**config.mk**
```make
export PLATFORM = sky130hd
export DESIGN_NAME = point_in_polygon_test_unit
export DESIGN_NICKNAME = d
export VERILOG_FILES = /design/src/design/pip_pkg.sv /design/src/design/pip_ram.sv /design/src/design/pip_front.sv /design/src/design/pip_back.sv /design/src/design/point_in_polygon_test_unit.sv
export SDC_FILE = /design/constraint.sdc
export NUM_CORES = 2
export LEC_CHECK = 0
export ABC_AREA = 1
export BUFFER_PORTS_ARGS = -buffer_cell sky130_fd_sc_hd__buf_2
export CAP_MARGIN = 20
export CORE_MARGIN = 5
export CORE_UTILIZATION = 44
export CTS_CLUSTER_SIZE = 14
export DETAILED_ROUTE_END_ITERATION = 6
export PLACE_DENSITY = 0.7
export SYNTH_ARGS = -nofsm -noshare
export SYNTH_HDL_FRONTEND = slang
export SYNTH_SLANG_ARGS = --single-unit
```
**constraint.sdc**
```tcl
create_clock -name clk -period 7.7 [get_ports clk]
set_clock_uncertainty 0.2 [all_clocks]
set_input_delay 0.77 -clock clk [delete_from_list [all_inputs] [get_ports clk]]
set_output_delay 0.77 -clock clk [all_outputs]
set_load 0.1 [all_outputs]
```
**src/design/pip_pkg.sv**
```systemverilog
// ----------------------------------------------------------------------------
// pip_pkg
// shared types and constants of the point-in-polygon test unit
// ----------------------------------------------------------------------------
package pip_pkg;

  // default sizing
  localparam int DEF_MAX_VERTICES = 64;
  localparam int DEF_COORD_WIDTH  = 16;

  // fixed field widths
  localparam int MODE_W   = 2;
  localparam int STATUS_W = 2;
  localparam int TOTAL_W  = 7;

  // input mode codes
  localparam logic [MODE_W-1:0] MODE_APPEND = 2'd0;
  localparam logic [MODE_W-1:0] MODE_QUERY  = 2'd1;
  localparam logic [MODE_W-1:0] MODE_CLEAR  = 2'd2;

  // result status codes
  localparam logic [STATUS_W-1:0] ST_ANSWERED = 2'd0;
  localparam logic [STATUS_W-1:0] ST_STORED   = 2'd1;
  localparam logic [STATUS_W-1:0] ST_DROPPED  = 2'd2;
  localparam logic [STATUS_W-1:0] ST_CLEARED  = 2'd3;

  // classified operation handed from front to back
  typedef enum logic [1:0] {
    OP_APPEND = 2'd0,
    OP_QUERY  = 2'd1,
    OP_CLEAR  = 2'd2
  } op_t;

endpackage

```
**src/design/pip_ram.sv**
```systemverilog
// ----------------------------------------------------------------------------
// pip_ram
// generic simple dual-port ram, one write and one registered read port
// ----------------------------------------------------------------------------
module pip_ram #(
  parameter int WIDTH = 32,
  parameter int DEPTH = 64
) (
  input  logic                     clk,
  input  logic                     we,
  input  logic [$clog2(DEPTH)-1:0] waddr,
  input  logic [WIDTH-1:0]         wdata,
  input  logic                     re,
  input  logic [$clog2(DEPTH)-1:0] raddr,
  output logic [WIDTH-1:0]         rdata
);

  logic [WIDTH-1:0] mem_r [DEPTH];
  logic [WIDTH-1:0] rdata_r;

  // write port
  always_ff @(posedge clk) begin
    if (we) begin
      mem_r[waddr] <= wdata;
    end
  end

  // registered read port
  always_ff @(posedge clk) begin
    if (re) begin
      rdata_r <= mem_r[raddr];
    end
  end

  assign rdata = rdata_r;

endmodule

```
**src/design/pip_front.sv**
```systemverilog
// ----------------------------------------------------------------------------
// pip_front
// accepts items, classifies the mode and queues them for the back end
// ----------------------------------------------------------------------------
module pip_front #(
  parameter int COORD_WIDTH = pip_pkg::DEF_COORD_WIDTH
) (
  input  logic                          clk,
  input  logic                          rst_n,
  input  logic                          start,
  output logic                          busy,
  input  logic [pip_pkg::MODE_W-1:0]    in_mode,
  input  logic signed [COORD_WIDTH-1:0] in_coord_x,
  input  logic signed [COORD_WIDTH-1:0] in_coord_y,
  output logic                          q_valid,
  input  logic                          q_pop,
  output pip_pkg::op_t                  q_op,
  output logic signed [COORD_WIDTH-1:0] q_x,
  output logic signed [COORD_WIDTH-1:0] q_y
);
  import pip_pkg::*;

  localparam int QDEPTH = 2;

  op_t                          q_op_r [QDEPTH];
  logic signed [COORD_WIDTH-1:0] q_x_r [QDEPTH];
  logic signed [COORD_WIDTH-1:0] q_y_r [QDEPTH];
  logic                         wr_ptr_r, wr_ptr_nxt;
  logic                         rd_ptr_r, rd_ptr_nxt;
  logic [1:0]                   cnt_r, cnt_nxt;
  logic                         accept;
  logic                         push;
  logic                         pop;
  op_t                          op_cls;

  // classify the mode; the unused code is dropped
  always_comb begin
    op_cls = OP_APPEND;
    push   = 1'b0;
    accept = start && !busy;
    unique case (in_mode)
      MODE_APPEND: begin
        op_cls = OP_APPEND;
        push   = accept;
      end
      MODE_QUERY: begin
        op_cls = OP_QUERY;
        push   = accept;
      end
      MODE_CLEAR: begin
        op_cls = OP_CLEAR;
        push   = accept;
      end
      default: begin
        op_cls = OP_APPEND;
        push   = 1'b0;
      end
    endcase
  end

  assign busy = (cnt_r == 2'd2);
  assign pop  = q_pop && (cnt_r != 2'd0);

  // queue pointers and fill count
  always_comb begin
    wr_ptr_nxt = push ? ~wr_ptr_r : wr_ptr_r;
    rd_ptr_nxt = pop ? ~rd_ptr_r : rd_ptr_r;
    cnt_nxt    = cnt_r + 2'(push) - 2'(pop);
  end

  always_ff @(posedge clk) begin
    if (!rst_n) begin
      wr_ptr_r <= 1'b0;
      rd_ptr_r <= 1'b0;
      cnt_r    <= 2'd0;
    end else begin
      wr_ptr_r <= wr_ptr_nxt;
      rd_ptr_r <= rd_ptr_nxt;
      cnt_r    <= cnt_nxt;
    end
  end

  // queue payload
  always_ff @(posedge clk) begin
    if (push) begin
      q_op_r[wr_ptr_r] <= op_cls;
      q_x_r[wr_ptr_r]  <= in_coord_x;
      q_y_r[wr_ptr_r]  <= in_coord_y;
    end
  end

  assign q_valid = (cnt_r != 2'd0);
  assign q_op    = q_op_r[rd_ptr_r];
  assign q_x     = q_x_r[rd_ptr_r];
  assign q_y     = q_y_r[rd_ptr_r];

endmodule

```
**src/design/pip_back.sv**
```systemverilog
// ----------------------------------------------------------------------------
// pip_back
// executes queued items: vertex append, clear, and the edge-walking query
// ----------------------------------------------------------------------------
module pip_back #(
  parameter int MAX_VERTICES = pip_pkg::DEF_MAX_VERTICES,
  parameter int COORD_WIDTH  = pip_pkg::DEF_COORD_WIDTH
) (
  input  logic                          clk,
  input  logic                          rst_n,
  input  logic                          q_valid,
  output logic                          q_pop,
  input  pip_pkg::op_t                  q_op,
  input  logic signed [COORD_WIDTH-1:0] q_x,
  input  logic signed [COORD_WIDTH-1:0] q_y,
  output logic                          out_strobe,
  output logic                          out_inside_res,
  output logic [pip_pkg::STATUS_W-1:0]  out_status,
  output logic [pip_pkg::TOTAL_W-1:0]   out_vertex_total
);
  import pip_pkg::*;

  localparam int AW    = $clog2(MAX_VERTICES);
  localparam int CNT_W = $clog2(MAX_VERTICES + 1);
  localparam int DW    = COORD_WIDTH + 1;
  localparam int PW    = 2 * DW;
  localparam int VW    = 2 * COORD_WIDTH;
  localparam logic [CNT_W-1:0] MAX_CNT = CNT_W'(MAX_VERTICES);

  typedef enum logic [2:0] {
    S_IDLE  = 3'b001,
    S_WALK  = 3'b010,
    S_DRAIN = 3'b100
  } state_t;

  state_t                       state_r, state_nxt;
  logic [CNT_W-1:0]             count_r, count_nxt;
  logic [CNT_W-1:0]             issue_r, issue_nxt;
  logic                         parity_r, parity_nxt;
  logic signed [COORD_WIDTH-1:0] px_r, px_nxt;
  logic signed [COORD_WIDTH-1:0] py_r, py_nxt;

  // result registers
  logic                         strobe_r, strobe_nxt;
  logic                         inside_r, inside_nxt;
  logic [STATUS_W-1:0]          status_r, status_nxt;
  logic [CNT_W-1:0]             total_r, total_nxt;
  logic [CNT_W+TOTAL_W-1:0]     total_wide;

  // vertex store ports
  logic                         ram_we;
  logic [AW-1:0]                ram_waddr;
  logic                         ram_re;
  logic [AW-1:0]                ram_raddr;
  logic [VW-1:0]                ram_rdata;
  logic [CNT_W-1:0]             count_m1;
  logic [CNT_W-1:0]             issue_m1;

  // walk pipeline
  logic                         iss_v_r, iss_v_nxt;
  logic                         iss_edge_r, iss_edge_nxt;
  logic signed [COORD_WIDTH-1:0] prev_x_r, prev_y_r;
  logic signed [COORD_WIDTH-1:0] cur_x, cur_y;
  logic                         s1_v_r;
  logic signed [DW-1:0]         s1_a_r, s1_d_r, s1_c_r, s1_b_r;
  logic                         s1_cross_r;
  logic                         s2_v_r;
  logic signed [PW-1:0]         s2_p1_r, s2_p2_r;
  logic                         s2_dpos_r;
  logic                         s2_cross_r;
  logic                         toggle;

  pip_ram #(
    .WIDTH (VW),
    .DEPTH (MAX_VERTICES)
  ) u_store (
    .clk   (clk),
    .we    (ram_we),
    .waddr (ram_waddr),
    .wdata ({q_x, q_y}),
    .re    (ram_re),
    .raddr (ram_raddr),
    .rdata (ram_rdata)
  );

  assign count_m1 = count_r - 1'b1;
  assign issue_m1 = issue_r - 1'b1;
  assign cur_x    = ram_rdata[VW-1:COORD_WIDTH];
  assign cur_y    = ram_rdata[COORD_WIDTH-1:0];

  // sequencer
  always_comb begin
    state_nxt    = state_r;
    count_nxt    = count_r;
    issue_nxt    = issue_r;
    parity_nxt   = parity_r;
    px_nxt       = px_r;
    py_nxt       = py_r;
    strobe_nxt   = 1'b0;
    inside_nxt   = inside_r;
    status_nxt   = status_r;
    total_nxt    = total_r;
    q_pop        = 1'b0;
    ram_we       = 1'b0;
    ram_waddr    = count_r[AW-1:0];
    ram_re       = 1'b0;
    ram_raddr    = count_m1[AW-1:0];
    iss_v_nxt    = 1'b0;
    iss_edge_nxt = 1'b0;
    if (toggle) begin
      parity_nxt = ~parity_r;
    end
    unique case (state_r)
      S_IDLE: begin
        if (q_valid) begin
          q_pop = 1'b1;
          case (q_op)
            OP_APPEND: begin
              strobe_nxt = 1'b1;
              inside_nxt = 1'b0;
              if (count_r < MAX_CNT) begin
                ram_we     = 1'b1;
                count_nxt  = count_r + 1'b1;
                status_nxt = ST_STORED;
              end else begin
                status_nxt = ST_DROPPED;
              end
              total_nxt = count_nxt;
            end
            OP_CLEAR: begin
              strobe_nxt = 1'b1;
              inside_nxt = 1'b0;
              count_nxt  = '0;
              parity_nxt = 1'b0;
              status_nxt = ST_CLEARED;
              total_nxt  = '0;
            end
            OP_QUERY: begin
              parity_nxt = 1'b0;
              if (count_r == '0) begin
                strobe_nxt = 1'b1;
                inside_nxt = 1'b0;
                status_nxt = ST_ANSWERED;
                total_nxt  = count_r;
              end else begin
                px_nxt    = q_x;
                py_nxt    = q_y;
                issue_nxt = '0;
                state_nxt = S_WALK;
              end
            end
            default: begin
              strobe_nxt = 1'b0;
            end
          endcase
        end
      end
      S_WALK: begin
        // read the last vertex first, then vertices 0 to n-1
        ram_re       = 1'b1;
        ram_raddr    = (issue_r == '0) ? count_m1[AW-1:0] : issue_m1[AW-1:0];
        iss_v_nxt    = 1'b1;
        iss_edge_nxt = (issue_r != '0);
        issue_nxt    = issue_r + 1'b1;
        if (issue_r == count_r) begin
          state_nxt = S_DRAIN;
        end
      end
      S_DRAIN: begin
        if (!iss_v_r && !s1_v_r && !s2_v_r) begin
          strobe_nxt = 1'b1;
          inside_nxt = parity_r;
          status_nxt = ST_ANSWERED;
          total_nxt  = count_r;
          state_nxt  = S_IDLE;
        end
      end
      default: begin
        state_nxt = S_IDLE;
      end
    endcase
  end

  // control registers
  always_ff @(posedge clk) begin
    if (!rst_n) begin
      state_r  <= S_IDLE;
      count_r  <= '0;
      parity_r <= 1'b0;
      strobe_r <= 1'b0;
      iss_v_r  <= 1'b0;
      s1_v_r   <= 1'b0;
      s2_v_r   <= 1'b0;
    end else begin
      state_r  <= state_nxt;
      count_r  <= count_nxt;
      parity_r <= parity_nxt;
      strobe_r <= strobe_nxt;
      iss_v_r  <= iss_v_nxt;
      s1_v_r   <= iss_v_r && iss_edge_r;
      s2_v_r   <= s1_v_r;
    end
  end

  // payload registers
  always_ff @(posedge clk) begin
    issue_r    <= issue_nxt;
    px_r       <= px_nxt;
    py_r       <= py_nxt;
    inside_r   <= inside_nxt;
    status_r   <= status_nxt;
    total_r    <= total_nxt;
    iss_edge_r <= iss_edge_nxt;
  end

  // stage 1: keep previous vertex, form the edge differences
  always_ff @(posedge clk) begin
    if (iss_v_r) begin
      prev_x_r <= cur_x;
      prev_y_r <= cur_y;
    end
    s1_a_r     <= DW'(px_r) - DW'(cur_x);
    s1_d_r     <= DW'(prev_y_r) - DW'(cur_y);
    s1_c_r     <= DW'(prev_x_r) - DW'(cur_x);
    s1_b_r     <= DW'(py_r) - DW'(cur_y);
    s1_cross_r <= (cur_y > py_r) != (prev_y_r > py_r);
  end

  // stage 2: both cross products
  always_ff @(posedge clk) begin
    s2_p1_r    <= PW'(s1_a_r) * PW'(s1_d_r);
    s2_p2_r    <= PW'(s1_c_r) * PW'(s1_b_r);
    s2_dpos_r  <= !s1_d_r[DW-1];
    s2_cross_r <= s1_cross_r;
  end

  // stage 3: sign-adjusted compare decides the toggle
  assign toggle = s2_v_r && s2_cross_r &&
                  ((s2_dpos_r && (s2_p1_r < s2_p2_r)) ||
                   (!s2_dpos_r && (s2_p1_r > s2_p2_r)));

  assign total_wide       = (CNT_W + TOTAL_W)'(total_r);
  assign out_strobe       = strobe_r;
  assign out_inside_res   = inside_r;
  assign out_status       = status_r;
  assign out_vertex_total = total_wide[TOTAL_W-1:0];

endmodule

```
**src/design/point_in_polygon_test_unit.sv**
```systemverilog
// ----------------------------------------------------------------------------
// point_in_polygon_test_unit
// even-odd point-in-polygon test over an appendable vertex store
// ----------------------------------------------------------------------------
// Items are taken when start is high and busy is low; a two-entry queue sits
// between the front end and the execution unit, so busy rises only when both
// entries are waiting. Every item except the unused mode code yields exactly
// one result, shown for one cycle with out_strobe high; the receiver cannot
// stall it. Append and clear finish once the execution unit pops them from the
// queue, with the result registered; a query ahead of them can hold them. A
// query walks the stored edges through the vertex ram, one read a cycle, through
// the single ram read port and a three-stage difference, multiply and compare
// pipeline. There is no clearing pass after reset.
module point_in_polygon_test_unit #(
  parameter int MAX_VERTICES = pip_pkg::DEF_MAX_VERTICES,
  parameter int COORD_WIDTH  = pip_pkg::DEF_COORD_WIDTH
) (
  input  logic                          clk,
  input  logic                          rst_n,
  input  logic                          start,
  output logic                          busy,
  input  logic [pip_pkg::MODE_W-1:0]    in_mode,
  input  logic signed [COORD_WIDTH-1:0] in_coord_x,
  input  logic signed [COORD_WIDTH-1:0] in_coord_y,
  output logic                          out_strobe,
  output logic                          out_inside_res,
  output logic [pip_pkg::STATUS_W-1:0]  out_status,
  output logic [pip_pkg::TOTAL_W-1:0]   out_vertex_total
);
  import pip_pkg::*;

  logic                          q_valid;
  logic                          q_pop;
  op_t                           q_op;
  logic signed [COORD_WIDTH-1:0] q_x;
  logic signed [COORD_WIDTH-1:0] q_y;

  // front end: accept and classify
  pip_front #(
    .COORD_WIDTH (COORD_WIDTH)
  ) u_front (
    .clk        (clk),
    .rst_n      (rst_n),
    .start      (start),
    .busy       (busy),
    .in_mode    (in_mode),
    .in_coord_x (in_coord_x),
    .in_coord_y (in_coord_y),
    .q_valid    (q_valid),
    .q_pop      (q_pop),
    .q_op       (q_op),
    .q_x        (q_x),
    .q_y        (q_y)
  );

  // back end: store, clear and query
  pip_back #(
    .MAX_VERTICES (MAX_VERTICES),
    .COORD_WIDTH  (COORD_WIDTH)
  ) u_back (
    .clk              (clk),
    .rst_n            (rst_n),
    .q_valid          (q_valid),
    .q_pop            (q_pop),
    .q_op             (q_op),
    .q_x              (q_x),
    .q_y              (q_y),
    .out_strobe       (out_strobe),
    .out_inside_res   (out_inside_res),
    .out_status       (out_status),
    .out_vertex_total (out_vertex_total)
  );

endmodule
```
==> results.json <==
{
  "path_cells": "nand2_1, inv_1, fa_1, fa_1, fa_1, fa_1, fa_1, inv_1, fa_1, inv_1, ha_1, nand2_1, nor2_1, nand2_1, nor4_1, nand2_1, o211ai_1, a21oi_1, xor2_1",
  "clock-sinks": 2389,
  "cp_num_buf_inv": 3,
  "viasPerCell": 5.26,
  "start_util_pct": 44.3,
  "final_nets": 12500,
  "routed_wl_um": 324000,
  "cts_tree": "yes",
  "antenna_found_initial": 11,
  "finalPower_mw": 53.0,
  "synth_top_family_by_area": "simple AND/OR/NAND/NOR gates",
  "gp_congestion": 0.903,
  "drive_above_1_share_pct": 5.54,
  "core_um2": 277000,
  "fp.dieW_um": 538,
  "synth.avg_cell_area_um2": 10.5,
  "ant_nets": 0,
  "ys_top_cells_by_area": "edfxtp_1 (55%), nand2_1 (10%), fa_1 (9.7%)",
  "yosysTopAreaCell": "edfxtp_1",
  "io_buffers": 48,
  "ys_seq_area_share_pct": 57.3,
  "cts_setup_buffers": 0,
  "drtIter0Drc": 9169,
  "fin_tns_setup_ns": 0,
  "dpl.hpwl_um": 189000,
  "clk_pin_slew_ns": 0.06,
  "grtUsageTotal_pct": 22.1,
  "syn_nets": 12600,
  "fin_crit_sh_pct": 86.2,
  "clk_path_buf_depth": 3,
  "maxSlewViolCount": 0,
  "netlist_area_um2": 122000,
  "period_needed_ns": 6.63,
  "synthXorXnorAreaFrac_pct": 1.06,
  "async_reset_ff_share_pct": 0,
  "worst_setup_path_end_kind": "flip-flop",
  "critPathMaxStageDelay_ns": 0.92,
  "synth_cell_type_count": 54,
  "htree_levels": 4,
  "vias": 81500,
  "ys_seq_elements": 2389,
  "cp_max_fo": 17,
  "synthSimpleGateAreaFrac_pct": 16.7,
  "root_buffer": "clkbuf_16",
  "drtPass1Iterations": 6,
  "routedWlPerCell_um": 20.9,
  "synth_edf_count": 2229,
  "startpoint_type": "flip-flop",
  "fmax_ghz": 0.151,
  "yosys.area.top_type_share_pct": 54.7,
  "cap_violations": 0,
  "finalWorstSetupSlack_ns": 1.07,
  "yosys_warnings": 0,
  "synth_compound_area_share_pct": 3.61,
  "rsz0062_at_grt": "false",
  "dieArea_um2": 289000,
  "slew_headroom_pct": 25.9,
  "synthAdderAreaFrac_pct": 12.8,
  "critical_path.top_delay_family": "adder cells",
  "fp.dieH_um": 538,
  "drc": 0,
  "setup_viol": 0,
  "cp_common_cell": "fa_1",
  "grt.overflow.total": 0,
  "dpl_worst_slack_ns": 1.06,
  "area_delta_synth_final_pct": 9.78,
  "p_leak_nw": 57.3,
  "ir_drop_uv": 535,
  "grt_pass1_wl_um": 486000,
  "hold_path.class": "in -> reg",
  "hold_violations": 0,
  "tightest_slew_ns": 1.11,
  "status": "finished clean",
  "path_class": "reg -> reg",
  "muxShareOfSynthArea_pct": 0.294,
  "synthCells": 11700,
  "numCtsBuffers": 228,
  "grt_max_degree": 165,
  "fp-row-count": 193,
  "pin_count": 49,
  "clock_latency_ns": 0.88,
  "cp_data_arrival_time_ns": 7.11,
  "crit_required_ns": 8.18,
  "ys.flop_type": "edfxtp_1",
  "dp_cells": 15000,
  "slowest_stage": "fa_1",
  "power.density_nw_per_um2": 394,
  "stdcell_count": 15500,
  "grt_pass1_vias": 79400
}
## flip-flops by register name (all words and copies together) (netlist names), 17 cells and up, named ones only
register / flops
u_back.s2_p2_r: 34
u_back.s1_b_r: 17
u_back.s1_c_r: 17
u_back.u_store.mem_r: 2048
u_back.s2_p1_r: 34
u_back.u_store.rdata: 32
u_front.q_x_r: 32
u_back.s1_a_r: 17
u_front.q_y_r: 32
u_back.s1_d_r: 17
## final cells by class
type                    instances  area [um2]
diodes                          7        17.5
clock buffers                 281        5990
clock inverters               139        1280
fillers                     24500      142000
inverters                    2019        7610
multi-input cells            6707       42700
flip-flops and latches       2389       70100
well taps                    3705        4640
repair buffers                242        2080
## cell usage after synthesis, types with 29 or more instances
cell type / count
a21oi_1: 156
buf_1: 50
buf_2: 294
clkbuf_1: 236
dfxtp_1: 160
edfxtp_1: 2229
fa_1: 596
ha_1: 296
inv_1: 2015
mux2_2: 32
nand2_1: 3417
nand3_1: 1269
nor2_1: 193
nor3_1: 29
o211ai_1: 354
o21ai_0: 93
xnor2_1: 60
xor2_1: 88
## metrics by stage
step           util (%)  area, um2  hold WS (ns)
2_1_floorplan         -     122000         0.110
3_3_place_gp       45.8     127000         0.111
3_5_place_dp       45.8     127000         0.114
4_1_cts            48.6     134000        0.0106
5_1_grt            48.6     134000        0.0354
6_report           48.6     134000        0.0753
## tightest hold or removal path, stage by stage
cell and delay, ns:
buf_2 0.22, nand2_1 0.10, inv_1 0.03
## cell families (layout without fill, tap and decap cells)
kind of cell             after synthesis  after routing
buffers and inverters               2607           2681
AND/OR/NAND/NOR                     4965           4965
XOR/XNOR                             148            148
AO/OA/AOI/OAI                        670            670
adder cells (fa/ha/maj)              892            892
multiplexers                          32             32
other                                  0              7
flip-flops                          2389           2389
## report_power, final
| part | total (mW) | internal [mW] | switching (mW) | leakage [nW] |
|---|---|---|---|---|
| combinational | 25.8 | 8.10 | 17.7 | 32.4 |
| clock | 11.0 | 6.03 | 4.93 | 3.53 |
| sequential | 16.1 | 15.9 | 0.248 | 21.4 |
| total | 53.0 | 30.0 | 22.9 | 57.3 |
## layer usage
metal	GRT usage, %	up-vias	part of all wire, %
met4	9.47	2	4.8
met2	36.5	3647	47
met1	29.0	39600	39
met3	3.73	657	9.2
li1	-	37700	-
met5	0	-	0.0053
## path summary, 6_finish.rpt
path	startpoint	to	slack, ns	cells past startpoint
hold reg to reg	u_back.s1_cross_r	u_back.s2_cross_r	0.13	0
setup / recovery	u_back.s1_b_r[2]	u_back.s2_p2_r[33]	1.07	19
setup reg to reg	u_back.s1_b_r[2]	u_back.s2_p2_r[33]	1.07	19
hold / removal	rst_n	u_front.cnt_r[0]	0.08	3
## repair_timing
action	CTS	global route
hold endpoints to repair	68	0
resized for setup	0	0
hold buffers	34	0
## cell usage in the layout, fill, tap and decap left out, types with 156 or more instances in the layout
cell type  instances
edfxtp_1        2229
o211ai_1         354
fa_1             596
inv_1           2013
ha_1             296
dfxtp_1          158
nand3_1         1269
clkbuf_16        231
nand2_1         3417
a21oi_1          156
No activity file was read; power rests on OpenSTA's default activity.
